**src/rtl/mexp_pkg.sv**
```systemverilog
// Package for the modular exponentiation core: widths, register indexes,
// reset values and the command/status types between controller and datapath.
// Depends on nothing; every other file refers to it by scoped names.
package mexp_pkg;

  localparam int unsigned EXP_BITS = 32;   // exponent bits scanned per word
  localparam int unsigned MSG_W    = 64;
  localparam int unsigned RES_W    = 32;
  localparam int unsigned EXP_W    = 32;
  localparam int unsigned MOD_W    = 33;
  localparam int unsigned CFG_W    = 33;
  localparam int unsigned CFG_IDX_W = 1;

  localparam int unsigned EXP_USED = (EXP_BITS < EXP_W) ? EXP_BITS : EXP_W;
  localparam int unsigned IDX_W    = $clog2(EXP_USED + 1);
  localparam int unsigned CNT_W    = $clog2(MSG_W);
  localparam int unsigned SUM_W    = RES_W + 3;
  localparam int unsigned DIFF_W   = SUM_W + 1;

  localparam logic [EXP_W-1:0] EXP_RESET = EXP_W'(65537);
  localparam logic [MOD_W-1:0] MOD_RESET = MOD_W'(1);
  localparam logic [MOD_W-1:0] MOD_LIMIT = MOD_W'(1) << RES_W;

  localparam logic [CFG_IDX_W-1:0] CFG_IDX_EXPONENT = 1'b0;
  localparam logic [CFG_IDX_W-1:0] CFG_IDX_MODULUS  = 1'b1;

  typedef struct packed {
    logic load_reduce;  // start reducing the message word
    logic load_mul;     // start acc * base
    logic load_sqr;     // start base * base
    logic step;         // one shift-add-reduce iteration
    logic wr_acc;       // acc takes the finishing iteration's value
    logic wr_base;      // base takes the finishing iteration's value
    logic init_exp;     // acc = 1, load exponent shifter
    logic shift_exp;    // move to the next exponent bit
  } dp_cmd_t;

  typedef struct packed {
    logic exp_bit;
  } dp_stat_t;

  typedef enum logic [5:0] {
    S_IDLE   = 6'b000001,
    S_REDUCE = 6'b000010,
    S_ISSUE  = 6'b000100,
    S_MUL    = 6'b001000,
    S_SQR    = 6'b010000,
    S_DONE   = 6'b100000
  } state_e;

endpackage

```
**src/rtl/mexp_dp.sv**
```systemverilog
// Datapath of the modular exponentiation core: a bit-serial modular
// multiplier/reducer plus accumulator, base and exponent registers.
// Depends on mexp_pkg; driven by commands from mexp_ctrl.
module mexp_dp (
  input  logic                          clk_i,
  input  mexp_pkg::dp_cmd_t             cmd_i,
  input  logic [mexp_pkg::MSG_W-1:0]    message_word_i,
  input  logic [mexp_pkg::EXP_W-1:0]    exponent_i,
  input  logic [mexp_pkg::MOD_W-1:0]    modulus_i,
  output mexp_pkg::dp_stat_t            stat_o,
  output logic [mexp_pkg::RES_W-1:0]    acc_o
);

  logic [mexp_pkg::MSG_W-1:0]    a_q;
  logic [mexp_pkg::RES_W-1:0]    b_q;
  logic [mexp_pkg::RES_W-1:0]    r_q;
  logic [mexp_pkg::RES_W-1:0]    acc_q;
  logic [mexp_pkg::RES_W-1:0]    base_q;
  logic [mexp_pkg::EXP_USED-1:0] exp_q;
  logic                          reduce_q;

  logic [mexp_pkg::SUM_W-1:0]    addend;
  logic [mexp_pkg::SUM_W-1:0]    sum;
  logic [mexp_pkg::DIFF_W-1:0]   diff1;
  logic [mexp_pkg::DIFF_W-1:0]   diff2;
  logic [mexp_pkg::RES_W-1:0]    r_next;

  // The partial result stays below the modulus, so 2r + addend is below
  // three times the modulus and one of three candidates is the residue.
  always_comb begin
    addend = '0;
    if (reduce_q) begin
      addend = mexp_pkg::SUM_W'(a_q[mexp_pkg::MSG_W-1]);
    end else if (a_q[mexp_pkg::MSG_W-1]) begin
      addend = mexp_pkg::SUM_W'(b_q);
    end
    sum   = mexp_pkg::SUM_W'({r_q, 1'b0}) + addend;
    diff1 = {1'b0, sum} - mexp_pkg::DIFF_W'(modulus_i);
    diff2 = {1'b0, sum} - mexp_pkg::DIFF_W'({modulus_i, 1'b0});
    priority if (!diff2[mexp_pkg::DIFF_W-1]) begin
      r_next = diff2[mexp_pkg::RES_W-1:0];
    end else if (!diff1[mexp_pkg::DIFF_W-1]) begin
      r_next = diff1[mexp_pkg::RES_W-1:0];
    end else begin
      r_next = sum[mexp_pkg::RES_W-1:0];
    end
  end

  always_ff @(posedge clk_i) begin
    priority if (cmd_i.load_reduce) begin
      a_q      <= message_word_i;
      r_q      <= '0;
      reduce_q <= 1'b1;
    end else if (cmd_i.load_mul) begin
      a_q      <= {acc_q, {(mexp_pkg::MSG_W - mexp_pkg::RES_W){1'b0}}};
      b_q      <= base_q;
      r_q      <= '0;
      reduce_q <= 1'b0;
    end else if (cmd_i.load_sqr) begin
      a_q      <= {base_q, {(mexp_pkg::MSG_W - mexp_pkg::RES_W){1'b0}}};
      b_q      <= base_q;
      r_q      <= '0;
      reduce_q <= 1'b0;
    end else if (cmd_i.step) begin
      a_q <= a_q << 1;
      r_q <= r_next;
    end

    priority if (cmd_i.init_exp) begin
      acc_q <= mexp_pkg::RES_W'(1);
      exp_q <= exponent_i[mexp_pkg::EXP_USED-1:0];
    end else if (cmd_i.wr_acc) begin
      acc_q <= r_next;
    end else if (cmd_i.shift_exp) begin
      exp_q <= exp_q >> 1;
    end

    if (cmd_i.wr_base) begin
      base_q <= r_next;
    end
  end

  assign stat_o.exp_bit = exp_q[0];
  assign acc_o          = acc_q;

endmodule

```
**src/rtl/mexp_ctrl.sv**
```systemverilog
// Controller of the modular exponentiation core: sequences the reduction,
// the multiplies and squares per exponent bit, and the hand-off to output.
// Depends on mexp_pkg; commands mexp_dp.
module mexp_ctrl (
  input  logic               clk_i,
  input  logic               rst_ni,
  input  logic               in_fire_i,
  input  logic               mod_bad_i,
  input  logic               mod_one_i,
  input  logic               out_free_i,
  input  mexp_pkg::dp_stat_t stat_i,
  output mexp_pkg::dp_cmd_t  cmd_o,
  output logic               idle_o,
  output logic               finish_o,
  output logic               res_zero_o,
  output logic               res_bad_o
);

  localparam logic [mexp_pkg::CNT_W-1:0] REDUCE_LAST = mexp_pkg::CNT_W'(mexp_pkg::MSG_W - 1);
  localparam logic [mexp_pkg::CNT_W-1:0] MUL_LAST    = mexp_pkg::CNT_W'(mexp_pkg::RES_W - 1);
  localparam logic [mexp_pkg::IDX_W-1:0] IDX_END     = mexp_pkg::IDX_W'(mexp_pkg::EXP_USED);

  mexp_pkg::state_e             state_q, state_d;
  logic [mexp_pkg::CNT_W-1:0]   cnt_q, cnt_d;
  logic [mexp_pkg::IDX_W-1:0]   idx_q, idx_d;
  logic                         zero_q, zero_d;
  logic                         bad_q, bad_d;

  always_comb begin
    state_d  = state_q;
    cnt_d    = cnt_q;
    idx_d    = idx_q;
    zero_d   = zero_q;
    bad_d    = bad_q;
    cmd_o    = '0;
    finish_o = 1'b0;
    unique case (state_q)
      mexp_pkg::S_IDLE: begin
        if (in_fire_i) begin
          bad_d  = mod_bad_i;
          zero_d = mod_bad_i | mod_one_i;
          if (mod_bad_i || mod_one_i) begin
            state_d = mexp_pkg::S_DONE;
          end else begin
            cmd_o.load_reduce = 1'b1;
            cnt_d             = '0;
            state_d           = mexp_pkg::S_REDUCE;
          end
        end
      end
      mexp_pkg::S_REDUCE: begin
        cmd_o.step = 1'b1;
        cnt_d      = cnt_q + mexp_pkg::CNT_W'(1);
        if (cnt_q == REDUCE_LAST) begin
          cmd_o.wr_base  = 1'b1;
          cmd_o.init_exp = 1'b1;
          idx_d          = '0;
          state_d        = mexp_pkg::S_ISSUE;
        end
      end
      mexp_pkg::S_ISSUE: begin
        cnt_d = '0;
        if (idx_q == IDX_END) begin
          state_d = mexp_pkg::S_DONE;
        end else if (stat_i.exp_bit) begin
          cmd_o.load_mul = 1'b1;
          state_d        = mexp_pkg::S_MUL;
        end else begin
          cmd_o.load_sqr = 1'b1;
          state_d        = mexp_pkg::S_SQR;
        end
      end
      mexp_pkg::S_MUL: begin
        cmd_o.step = 1'b1;
        cnt_d      = cnt_q + mexp_pkg::CNT_W'(1);
        if (cnt_q == MUL_LAST) begin
          cmd_o.wr_acc   = 1'b1;
          cmd_o.load_sqr = 1'b1;
          cnt_d          = '0;
          state_d        = mexp_pkg::S_SQR;
        end
      end
      mexp_pkg::S_SQR: begin
        cmd_o.step = 1'b1;
        cnt_d      = cnt_q + mexp_pkg::CNT_W'(1);
        if (cnt_q == MUL_LAST) begin
          cmd_o.wr_base   = 1'b1;
          cmd_o.shift_exp = 1'b1;
          idx_d           = idx_q + mexp_pkg::IDX_W'(1);
          state_d         = mexp_pkg::S_ISSUE;
        end
      end
      mexp_pkg::S_DONE: begin
        if (out_free_i) begin
          finish_o = 1'b1;
          state_d  = mexp_pkg::S_IDLE;
        end
      end
      default: begin
        state_d = mexp_pkg::S_IDLE;
      end
    endcase
  end

  always_ff @(posedge clk_i or negedge rst_ni) begin
    if (!rst_ni) begin
      state_q <= mexp_pkg::S_IDLE;
      cnt_q   <= '0;
      idx_q   <= '0;
      zero_q  <= 1'b0;
      bad_q   <= 1'b0;
    end else begin
      state_q <= state_d;
      cnt_q   <= cnt_d;
      idx_q   <= idx_d;
      zero_q  <= zero_d;
      bad_q   <= bad_d;
    end
  end

  assign idle_o     = (state_q == mexp_pkg::S_IDLE);
  assign res_zero_o = zero_q;
  assign res_bad_o  = bad_q;

endmodule

```
**src/rtl/modular_exponentiation_core.sv**
```systemverilog
// Top level of the modular exponentiation core: configuration registers,
// input/output handshakes and the output register. Depends on mexp_pkg,
// mexp_ctrl and mexp_dp.
//
// Each accepted 64-bit message word produces one result word equal to
// message^exponent mod modulus, computed right to left by square and
// multiply. The exponent (register 0, reset 65537) and the modulus
// (register 1, reset 1) are written through the plain write port and must
// only change while the core is idle. A modulus of one returns 0; a modulus
// of zero or above 2^32 returns 0 with bad_modulus set. The core works on
// one word at a time: the message is first reduced, then each of the 32
// exponent bits takes an issue state, a multiply when the bit is set and a
// square, all on one shared bit-serial modular multiplier. After the last
// exponent bit a closing issue state moves to the done state, from which
// the result is handed to the output register once that register is free.
// Words with an unusable or unit modulus go straight from idle to the done
// state. A finished word sits in the output register, so the next word is
// accepted while it waits to be taken; the core only holds back its own
// next result.
module modular_exponentiation_core (
  input  logic                              clk_i,
  input  logic                              rst_ni,
  // configuration write port
  input  logic                              cfg_we_i,
  input  logic [mexp_pkg::CFG_IDX_W-1:0]    cfg_index_i,
  input  logic [mexp_pkg::CFG_W-1:0]        cfg_wdata_i,
  // input word channel
  input  logic                              in_valid_i,
  output logic                              in_stall_o,
  input  logic [mexp_pkg::MSG_W-1:0]        message_word_i,
  // result word channel
  output logic                              out_valid_o,
  input  logic                              out_stall_i,
  output logic [mexp_pkg::RES_W-1:0]        power_result_o,
  output logic                              bad_modulus_o
);

  logic [mexp_pkg::EXP_W-1:0] exponent_q;
  logic [mexp_pkg::MOD_W-1:0] modulus_q;

  logic                       out_valid_q;
  logic [mexp_pkg::RES_W-1:0] power_result_q;
  logic                       bad_modulus_q;

  mexp_pkg::dp_cmd_t          cmd;
  mexp_pkg::dp_stat_t         stat;
  logic [mexp_pkg::RES_W-1:0] acc;
  logic                       idle;
  logic                       finish;
  logic                       res_zero;
  logic                       res_bad;
  logic                       in_fire;
  logic                       out_free;
  logic                       mod_bad;
  logic                       mod_one;

  // Configuration registers. Only two indexes exist, so every write hits one.
  always_ff @(posedge clk_i or negedge rst_ni) begin
    if (!rst_ni) begin
      exponent_q <= mexp_pkg::EXP_RESET;
      modulus_q  <= mexp_pkg::MOD_RESET;
    end else if (cfg_we_i) begin
      unique case (cfg_index_i)
        mexp_pkg::CFG_IDX_EXPONENT: exponent_q <= cfg_wdata_i[mexp_pkg::EXP_W-1:0];
        mexp_pkg::CFG_IDX_MODULUS:  modulus_q  <= cfg_wdata_i[mexp_pkg::MOD_W-1:0];
        default: ;
      endcase
    end
  end

  // A modulus above 2^32 would let the squared residue overflow 64 bits,
  // so it is rejected exactly like zero.
  assign mod_bad = (modulus_q == '0) || (modulus_q > mexp_pkg::MOD_LIMIT);
  assign mod_one = (modulus_q == mexp_pkg::MOD_W'(1));

  assign in_fire    = in_valid_i && idle;
  assign in_stall_o = !idle;
  assign out_free   = !out_valid_q || !out_stall_i;

  mexp_ctrl u_ctrl (
    .clk_i      (clk_i),
    .rst_ni     (rst_ni),
    .in_fire_i  (in_fire),
    .mod_bad_i  (mod_bad),
    .mod_one_i  (mod_one),
    .out_free_i (out_free),
    .stat_i     (stat),
    .cmd_o      (cmd),
    .idle_o     (idle),
    .finish_o   (finish),
    .res_zero_o (res_zero),
    .res_bad_o  (res_bad)
  );

  mexp_dp u_dp (
    .clk_i          (clk_i),
    .cmd_i          (cmd),
    .message_word_i (message_word_i),
    .exponent_i     (exponent_q),
    .modulus_i      (modulus_q),
    .stat_o         (stat),
    .acc_o          (acc)
  );

  // Output register: loaded when the controller finishes a word, cleared
  // when the downstream side takes it.
  always_ff @(posedge clk_i or negedge rst_ni) begin
    if (!rst_ni) begin
      out_valid_q <= 1'b0;
    end else if (finish) begin
      out_valid_q <= 1'b1;
    end else if (!out_stall_i) begin
      out_valid_q <= 1'b0;
    end
  end

  always_ff @(posedge clk_i) begin
    if (finish) begin
      power_result_q <= res_zero ? '0 : acc;
      bad_modulus_q  <= res_bad;
    end
  end

  assign out_valid_o    = out_valid_q;
  assign power_result_o = power_result_q;
  assign bad_modulus_o  = bad_modulus_q;

endmodule

```
**config.mk**
```make
export PLATFORM = sky130hd
export DESIGN_NAME = modular_exponentiation_core
export DESIGN_NICKNAME = d
export VERILOG_FILES = /design/src/rtl/mexp_pkg.sv /design/src/rtl/mexp_dp.sv /design/src/rtl/mexp_ctrl.sv /design/src/rtl/modular_exponentiation_core.sv
export SDC_FILE = /design/constraint.sdc
export NUM_CORES = 1
export LEC_CHECK = 0
export ABC_CLOCK_PERIOD_IN_PS = 12820
export BUFFER_PORTS_ARGS = -buffer_cell sky130_fd_sc_hd__buf_2
export CAP_MARGIN = 30
export CORE_MARGIN = 10
export CORE_UTILIZATION = 55
export CTS_CLUSTER_DIAMETER = 150
export DETAILED_ROUTE_END_ITERATION = 6
export PLACE_DENSITY_LB_ADDON = 0.05
export SLEW_MARGIN = 20
export SYNTH_ARGS = -nofsm -noshare
export SYNTH_HDL_FRONTEND = slang
export SYNTH_HIERARCHICAL = 1
export SYNTH_SLANG_ARGS = --single-unit
export TNS_END_PERCENT = 20
```
**constraint.sdc**
```tcl
create_clock -name clk_i -period 12.82 [get_ports clk_i]
set_clock_uncertainty 0.2 [all_clocks]
set_input_delay 1.282 -clock clk_i [delete_from_list [all_inputs] [get_ports clk_i]]
set_output_delay 1.282 -clock clk_i [all_outputs]
set_load 0.1 [all_outputs]
```
# Word level (Yosys, flattened, before mapping)
# Index checks and enable logic that the tools add are counted.
# W data, S select, Z words.
dict set report classes {
  addsub 5
  n_mul 0
  n_div 0
  n_lt_le_gt_ge 1
  eq_ne 18
  shift 0
  n_mux 50
  bitwise_logic 3
  reduce_logical 24
}
# op count
set ops {}
lappend ops {{$mux W32} 9}
lappend ops {{$mux W64} 4}
lappend ops {{$mux W6} 12}
lappend ops {{$pmux W6 S6} 1}
lappend ops {{$sub A35 B33 Y36} 1}
lappend ops {{$sub A35 B34 Y36} 1}
lappend ops {{$add A33 B32 Y34} 1}
lappend ops {{$eq A33 B1 Y1 const B} 1}
lappend ops {{$gt A33 B33 Y1 const B} 1}
lappend ops {{$logic_not A33 Y1} 1}
lappend ops {{$pmux W6 S4} 1}
lappend ops {{$eq A6 B6 Y1 const B} 3}
lappend ops {{$mux W1} 17}
lappend ops {{$add A6 B1 Y6 const B} 2}
lappend ops {{$eq A6 B5 Y1 const B} 2}
lappend ops {{$pmux W6 S2} 1}
lappend ops {{$ne A2 B1 Y1 const B} 5}
lappend ops {{$reduce_and A2 Y1} 5}
lappend ops {{$reduce_bool A4 Y1} 2}
lappend ops {{$eq A6 B1 Y1 const B} 1}
lappend ops {{$eq A6 B2 Y1 const B} 1}
lappend ops {{$eq A6 B3 Y1 const B} 1}
lappend ops {{$eq A6 B4 Y1 const B} 1}
lappend ops {{$ne A2 B2 Y1 const B} 3}
lappend ops {{other kinds (13)} 24}
dict set report totals {
  reg_bits 344
  latch_bits 0
  mem_bits_rw 0
  mem_bits_ro 0
  in_bits 103
  out_inout_bits 35
  elab_cells 118
  mem_count 0
}

# Longest topological paths before layout
# Gate-level depths: netlist (run 1).
dict set report logic_depth {
  word_depth 8
  depth_mapped 27
  mapped_depth_nobuf 24
}

# By module
# Netlist (run 1), hierarchy kept.
# mod n_inst cells_each area_each_um2 seq_area_each_um2
set modules_own_cells {}
lappend modules_own_cells {mexp_dp 1 1534 14881.8 6105.9}
lappend modules_own_cells {modular_exponentiation_core 1 225 3757.4 2646.3}
lappend modules_own_cells {mexp_ctrl 1 131 1183.6 501.7}

# Worst setup path before layout (run 1)
# OpenSTA, ideal clock, no wires.
dict set report synth_path {
  path_kind {input to register}
  from {input out_stall_i}
  to {register bad_modulus_q, in the netlist bad_modulus_o, enable pin}
  setup_time_ns 0.520
  arrival_ns 4.965
  required_time_ns 12.100
  setup_slack_ns 7.135
  stages 3
  n_path_buf 0
  path_cell_list {nand2_1 -> inv_1 -> nor4b_1}
}
dict set report synth_via {
  elab_chain_cells 4
}
# element line
set synth_lines {}
lappend synth_lines {{start: declaration} modular_exponentiation_core.sv:33} ;# input logic out_stall_i,
lappend synth_lines {{$logic_not A1 Y1} --}
lappend synth_lines {{$logic_or A1 B1 Y1} modular_exponentiation_core.sv:78} ;# assign out_free = !out_valid_q || !out_stall_i;
lappend synth_lines {{$mux W1} mexp_ctrl.sv:94} ;# if (out_free_i) begin
lappend synth_lines {{$mux W1} mexp_ctrl.sv:37} ;# unique case (state_q)
lappend synth_lines {{net finish} modular_exponentiation_core.sv:49} ;# logic finish;
lappend synth_lines {{end signal: assignment} modular_exponentiation_core.sv:120} ;# bad_modulus_q <= res_bad;
lappend synth_lines {{end: declaration} modular_exponentiation_core.sv:43} ;# logic bad_modulus_q;
# The timed path passes the listed nets, and every way through them passes these cells.
# A chain may end at the register's enable or synchronous reset.

# Worst setup path after layout (run 1)
dict set report layout_path {
  from {register u_dp/a_q[63] (netlist name)}
  to {register u_dp/base_q[8] (netlist name), data pin}
}
dict set report layout_via {
  elab_chain_cells 6
  word_cells_on_any_way 7
  classes_between {add/sub (3); mux (4)}
}
# element line
set layout_lines {}
lappend layout_lines {{start: declaration} mexp_dp.sv:14} ;# logic [mexp_pkg::MSG_W-1:0] a_q;
lappend layout_lines {{start signal: assignment} mexp_dp.sv:51} ;# a_q <= message_word_i;
lappend layout_lines {{start signal: assignment} mexp_dp.sv:55} ;# a_q <= {acc_q, {(mexp_pkg::MSG_W - mexp_pkg::RES_W){1'b0}}};
lappend layout_lines {{start signal: assignment} mexp_dp.sv:60} ;# a_q <= {base_q, {(mexp_pkg::MSG_W - mexp_pkg::RES_W){1'b0}}};
lappend layout_lines {{$mux W32} mexp_dp.sv:34} ;# end else if (a_q[mexp_pkg::MSG_W-1]) begin
lappend layout_lines {{$mux W32 (*)} mexp_dp.sv:32} ;# if (reduce_q) begin
lappend layout_lines {{$add A33 B32 Y34 (*)} mexp_dp.sv:37} ;# sum = mexp_pkg::SUM_W'({r_q, 1'b0}) + addend;
lappend layout_lines {{$sub A35 B33 Y36} mexp_dp.sv:38} ;# diff1 = {1'b0, sum} - mexp_pkg::DIFF_W'(modulus_i);
lappend layout_lines {{$mux W32} mexp_dp.sv:42} ;# end else if (!diff1[mexp_pkg::DIFF_W-1]) begin
lappend layout_lines {{$mux W32 (*)} mexp_dp.sv:40} ;# priority if (!diff2[mexp_pkg::DIFF_W-1]) begin
lappend layout_lines {{net u_dp.r_next, one bit} mexp_dp.sv:26} ;# logic [mexp_pkg::RES_W-1:0] r_next;
lappend layout_lines {{end signal: assignment} mexp_dp.sv:79} ;# base_q <= r_next;
lappend layout_lines {{end: declaration} mexp_dp.sv:18} ;# logic [mexp_pkg::RES_W-1:0] base_q;
# The timed path passes the listed nets; every way through them passes the cells marked *.

==> results of run 1 <==
-- per-layer routing --
metal / GRT usage (%) / vias to the layer above
met2: 33.3 / 467
li1: - / 7168
met3: 3.61 / 57
met5: 0 / -
met4: 6.87 / 0
met1: 35.0 / 7208
-- critical path, delay by kind of cell, from the launching register on --
| kind | cells | cell delay, ns |
|---|---|---|
| buffers and inverters | 4 | 0.52 |
| adders and majority gates | 3 | 0.92 |
| AOI/OAI and AO/OA | 7 | 1.72 |
| muxes | 2 | 0.64 |
| and+or+nand+nor | 7 | 1.87 |
| DFF | 1 | 0.33 |
| xor gates and xnor gates | 1 | 0.40 |
-- Yosys cell counts (5+ instances only) --
| cell type | instances | area share [%] |
|---|---|---|
| a31oi_1 | 16 | 0.50 |
| mux2_2 | 101 | 5.7 |
| edfxtp_1 | 193 | 29 |
| o21ai_0 | 105 | 2.7 |
| nand2_1 | 117 | 2.2 |
| nor2_1 | 133 | 2.5 |
| clkbuf_1 | 61 | 1.2 |
| nand2b_1 | 17 | 0.54 |
| o32ai_1 | 5 | 0.22 |
| a31o_2 | 6 | 0.27 |
| and2_1 | 47 | 1.5 |
| mux2_4 | 10 | 0.76 |
| nor3_1 | 11 | 0.28 |
| o31ai_1 | 12 | 0.45 |
| mux2i_1 | 48 | 2.4 |
| a22o_1 | 32 | 1.4 |
| a21oi_1 | 152 | 3.8 |
| dfxtp_1 | 65 | 6.6 |
| nor2b_1 | 48 | 1.5 |
| ha_1 | 100 | 6.3 |
| nand3_1 | 36 | 0.91 |
| o21a_1 | 8 | 0.30 |
| dfrtp_1 | 82 | 10 |
| xor2_1 | 32 | 1.4 |
| a21o_1 | 40 | 1.5 |
| and3_1 | 11 | 0.35 |
| o21ai_1 | 11 | 0.28 |
| nor4_1 | 11 | 0.35 |
| nand4_1 | 20 | 0.63 |
| o21bai_1 | 13 | 0.49 |
| a211oi_1 | 30 | 1.1 |
| or2_2 | 7 | 0.22 |
| a211o_1 | 5 | 0.22 |
| inv_1 | 97 | 1.8 |
| buf_2 | 8 | 0.20 |
| buf_1 | 7 | 0.13 |
| xnor2_1 | 57 | 2.5 |
| o211ai_1 | 17 | 0.64 |
| nor3b_1 | 8 | 0.30 |
-- flip-flops by register name, summed over array words and instances (netlist names) --
register	count
exponent_q	32
modulus_q	33
u_ctrl/state_q	6
u_ctrl/res_bad_o	1
u_dp/r_q	32
u_dp/b_q	32
u_dp/a_q	64
u_ctrl/res_zero_o	1
power_result_o	32
u_ctrl/idx_q	6
u_ctrl/cnt_q	6
u_dp/exp_q	32
u_dp/acc_o	32
out_valid_o	1
bad_modulus_o	1
u_dp/reduce_q	1
u_dp/base_q	32
-- stage by stage --
stage                     std cells  utilization [%]  hold WS (ns)
after global placement         2421             58.8         0.237
after CTS                      2491             62.2         0.252
final                          2491             62.2         0.255
after floorplan                1890                -         0.221
after global routing           2491             62.2         0.271
after detailed placement       2423             58.8         0.243
-- report_power, final --
group          switching, mW  total, mW  internal (mW)
logic                   1.75       2.76           1.01
clock network          0.447       1.07          0.620
registers             0.0949       1.56           1.46
total                   2.29       5.38           3.09
-- cell type report --
class / count / area [um2]
sequential: 344 / 9250
inverter: 99 / 372
multi-input combinational: 1360 / 9860
tap: 461 / 577
clock buffer: 54 / 1060
clock inverter: 14 / 145
timing repair buffer: 159 / 863
fill: 2963 / 13400
-- worst min path at each step --
| stage | start | endpoint | slack, ns |
|---|---|---|---|
| detailed placement | u_dp/base_q[24] | u_dp/b_q[24] | 0.24 |
| global route | u_dp/base_q[24] | u_dp/b_q[24] | 0.27 |
| global placement | u_dp/base_q[24] | u_dp/b_q[24] | 0.24 |
| CTS | u_dp/base_q[24] | u_dp/b_q[24] | 0.25 |
| finish | u_dp/base_q[24] | u_dp/b_q[24] | 0.26 |
| floorplan | u_ctrl/res_bad_o | bad_modulus_o | 0.22 |
-- kinds of logic after synthesis --
family / share of synthesized area, %
XOR/XNOR: 3.93
flip-flops: 46.7
multiplexers: 9.23
buffers and inverters: 3.89
adder cells (fa/ha/maj): 6.61
AND/OR/NAND/NOR: 12.9
AO/OA/AOI/OAI: 16.8
==> results.ini, run 1 <==
[worst_setup_path]
endpoint = u_dp/base_q[8]
required_ns = 12.91
critical_path.max_fanout = 31
cp_cell_sequence = nor2b_1, buf_4, and2_1, ha_1, inv_1, fa_1, inv_1, a21oi_1, o221ai_1, nand4_1, a21oi_1, a41oi_1, xnor2_1, ha_1, and3_1, nand2_1, or2_2, a2111oi_4, o31ai_2, a21boi_1, or3_2, mux2_4, mux2i_2, inv_1
cp_slowest_cell = or3_2
slowest_delay_ns = 0.68
startpoint = u_dp/a_q[63]
worstPathArrival_ns = 7.01
r2r_cells = 24
cp-end-kind = flop
rrSetupSlack_ns = 5.90
worstReg2RegEnd = u_dp/base_q[8]
reg2reg_from = u_dp/a_q[63]
startpoint_type = flop
cpMostUsedCell = inv_1
criticalPathCategory = reg2reg

[min_path]
min_path_type = reg2reg
hold_depth = 0

[clock_network]
numCtsBuffers = 37
cts_max_level = 2
postCtsSetupBuffers = 0
clk_latency_ns = 0.57
tritoncts = built
cts_resized = 0
cts.clk_slew.worst_paths_ns = 0.06
cts_hold_buf = 0
clock_sinks = 344
cts_root_buffer = clkbuf_16
clock_path_buffers = 3

[global_route]
grt_usage_pct = 23.1
antenna_found_initial = 0
grt_pass1_wl_um = 81900
grt_start_max_net_pins = 73
grt_pass1_vias = 14400
grt_overflow = 0

[pwr]
total_leakage_power_nw = 9.09
power_mw = 5.38
power_density_nw_per_um2 = 243
max-vdd-ir-drop_mv = 0.161

[synth]
synth_seq_cells = 344
netlist_instances = 1890
syn_area_per_cell_um2 = 10.5
synth_warnings = 6
synth.yosys.seq_area_share_pct = 46.7
ys.flop_type = edfxtp_1
synth-async-reset-ratio_pct = 25.0
ys_types = 97
syn-cell-area_um2 = 19800
syn_nets = 2096
synth_edf_count = 193

[final_layout]
syn_to_final_growth_pct = 11.6
drive_above_1_share_pct = 18.9
diodes = 0
finalInstanceArea_um2 = 22100
layout_commonest_cell = edfxtp_1
layout.nets = 2207
mostFrequentLayoutCells = edfxtp_1, a21oi_1, buf_2

[floorplan]
die_y_um = 210
rows = 69
ioPinCount = 138
core_um2 = 35600
dieWidth_um = 210
start_util_pct = 55.7
die_area_um2 = 44000

[placement]
dpl.hpwl_um = 38700
placed_area_um2 = 20900
preCtsSetupSlack_ns = 6.03
place_congestion = 0.945
io_buffers = 137

[timing]
fin_crit_sh_pct = 54.0
setup-tns-final_ns = 0
min_period_ns = 6.92
finalHoldViolCount = 0
setup_viol = 0
maxSlewViolCount = 0
max_freq_mhz = 145
layout_setup_ws_ns = 5.90
rsz0062_at_grt = false
max_slew_margin_pct = 35.0
worst_pin_slew_ns = 0.975

[route]
ant_nets = 0
wl_met3_um = 3260
drc = 0
num_vias = 14900
drt_iter0_markers = 1252
dr.pass1.iters = 5
dr.max_layer_used = met4
m1WireLength_um = 25700
via_per_inst = 5.98
wl_um = 51900
wl_per_cell_um = 20.8
met2WireLength_um = 21800

[outcome]
status = complete, no violations

[job]
drv_cap = 0

No activity file was read; power rests on OpenSTA's default activity.
==> inputs of run 2 (changes only) <==
ABC_CLOCK_PERIOD_IN_PS = 6800   (was 12820)
clock period = 6.8 ns   (was 12.82 ns; I/O delays follow)
==> results.ini, run 2 (same netlist as run 1, synthesis figures left out) <==
[worst_setup_path]
rrSetupSlack_ns = 0.39
criticalPathCategory = reg2reg
critical_path.max_fanout = 31
cp-end-kind = flop
worstPathArrival_ns = 6.51
required_ns = 6.90
startpoint_type = flop

[floorplan]
start_util_pct = 55.7
die_y_um = 210
ioPinCount = 138
core_um2 = 35600
rows = 69
dieWidth_um = 210
die_area_um2 = 44000

[timing]
min_period_ns = 6.41
fin_crit_sh_pct = 94.2
finalHoldViolCount = 0
setup-tns-final_ns = 0
setup_viol = 0
max_slew_margin_pct = 33.6
worst_pin_slew_ns = 0.991
maxSlewViolCount = 0
rsz0062_at_grt = false
max_freq_mhz = 156

[pwr]
seq_power_share_pct = 28.3
total_leakage_power_nw = 9.22
p_switching_mw = 4.38
sw_frac_of_total_pct = 42.2
internal_power_mw = 5.99
pwr-share-comb_pct = 51.3
max-vdd-ir-drop_mv = 0.295
clkPwrFrac_pct = 20.4
power_mw = 10.4
power_density_nw_per_um2 = 464

[clock_network]
tritoncts = built
clk_latency_ns = 0.57
cts_root_buffer = clkbuf_16
numCtsBuffers = 38
cts.clk_slew.worst_paths_ns = 0.06
clock_path_buffers = 3
postCtsSetupBuffers = 0
clock_sinks = 344
cts_max_level = 2

[final_layout]
diodes = 0
largest-register = u_dp/a_q
layout.nets = 2222
largest_reg_flops = 64
mostFrequentLayoutCells = edfxtp_1, a21oi_1, buf_2
layout_commonest_cell = edfxtp_1
reg_top3 = u_dp/a_q: 64 flops, modulus_q: 33 flops
drive_above_1_share_pct = 19.5
syn_to_final_growth_pct = 12.9

[route]
ant_nets = 0
drt_iter0_markers = 1222
via_per_inst = 6.00
drc = 0
dr.pass1.iters = 6
wl_um = 53900
wl_per_cell_um = 21.5
num_vias = 15000

[global_route]
grt_pass1_vias = 14800
grt_start_max_net_pins = 65
grt_pass1_wl_um = 84400
grt_usage_pct = 24.0
antenna_found_initial = 0
grt_overflow = 0

[placement]
io_buffers = 137
place_congestion = 0.942
dpl.hpwl_um = 40400

[min_path]
min_path_type = in2reg

[job]
drv_cap = 0

[outcome]
status = complete, no violations

[run 2: changes by cell type in the layout (fill, tap and decap cells not counted), moves of 2 or more]
cell / previous run / this run
buf_16: 0 / 2
buf_12: 0 / 3
bufinv_16: 2 / 5
clkbuf_1: 11 / 7
buf_4: 21 / 29
clkbuf_8: 5 / 3
clkinv_1: 5 / 9
[run 2: final timing paths]
path | start | end | depth (start not counted)
worst min register to register | u_dp/base_q[0] | u_dp/b_q[0] | 0
max in group asynchronous | rst_ni | exponent_q[16] | 3
min in group asynchronous | rst_ni | exponent_q[9] | 2
worst min-delay path | cfg_wdata_i[29] | modulus_q[29] | 2
worst max-delay path | u_dp/a_q[63] | u_dp/base_q[24] | 25
worst max register to register | u_dp/a_q[63] | u_dp/base_q[24] | 25
[run 2: repair_timing]
action / CTS / global route
gates resized for setup: 0 / 4
setup endpoints to repair: 0 / 29
hold buffers: 1 / 0
hold endpoints to repair: 28 / 0
[run 2: critical path, stage by stage (launching register included)]
cell and delay (ns):
edfxtp_1 0.33, nor2b_1 0.12, buf_4 0.30, and2_1 0.19, ha_1 0.18, inv_1 0.06
fa_1 0.40, inv_1 0.07, a21oi_1 0.08, o221ai_1 0.18, buf_4 0.17, nand4_1 0.15
a21oi_1 0.29, xor2_1 0.39, ha_1 0.27, nand2_1 0.09, nor2_1 0.15, nand2_1 0.08
a211o_1 0.30, a2111oi_4 0.58, o2111ai_2 0.18, nand4_2 0.20, and2_1 0.33, buf_12 0.23
mux2i_1 0.52, inv_1 0.08
[run 2: through the flow]
step | instances | hold slack, ns | cell area (um2) | setup WS, ns | util, %
6_report | 2506 | 0.160 | 22400 | 0.395 | 62.9
3_3_place_gp | 2432 | 0.236 | 21000 | 0.471 | 59.1
2_1_floorplan | 1890 | 0.184 | 19800 | 1.23 | -
4_1_cts | 2506 | 0.135 | 22400 | 0.368 | 62.9
5_1_grt | 2506 | 0.158 | 22400 | 0.00805 | 62.9
3_5_place_dp | 2436 | 0.238 | 21100 | 0.377 | 59.3
[run 2: cell type report]
cell class / instances / area (um2)
Fill cell: 2935 / 13200
Multi-Input combinational cell: 1360 / 9870
Sequential cell: 344 / 9250
Timing Repair Buffer: 173 / 1050
Clock buffer: 49 / 1040
Tap cell: 461 / 577
Inverter: 99 / 372
Clock inverter: 20 / 223
[run 2: power groups by stage]
stage	Sequential, mW	Clock [mW]	Combinational [mW]
floorplan	3.04	0	3.72
global placement	2.98	0	5.09
detailed placement	2.97	0	5.19
CTS	2.94	2.16	5.22
global route	2.98	2.23	5.78
finish	2.94	2.11	5.32
[run 2: routing by layer]
layer | vias up | global-route usage (%) | part of all wire [%]
met3 | 74 | 4.81 | 6.7
met5 | - | 0 | 0
met2 | 473 | 35.5 | 43
li1 | 7196 | - | -
met1 | 7283 | 35.3 | 48
met4 | 0 | 6.10 | 2.2
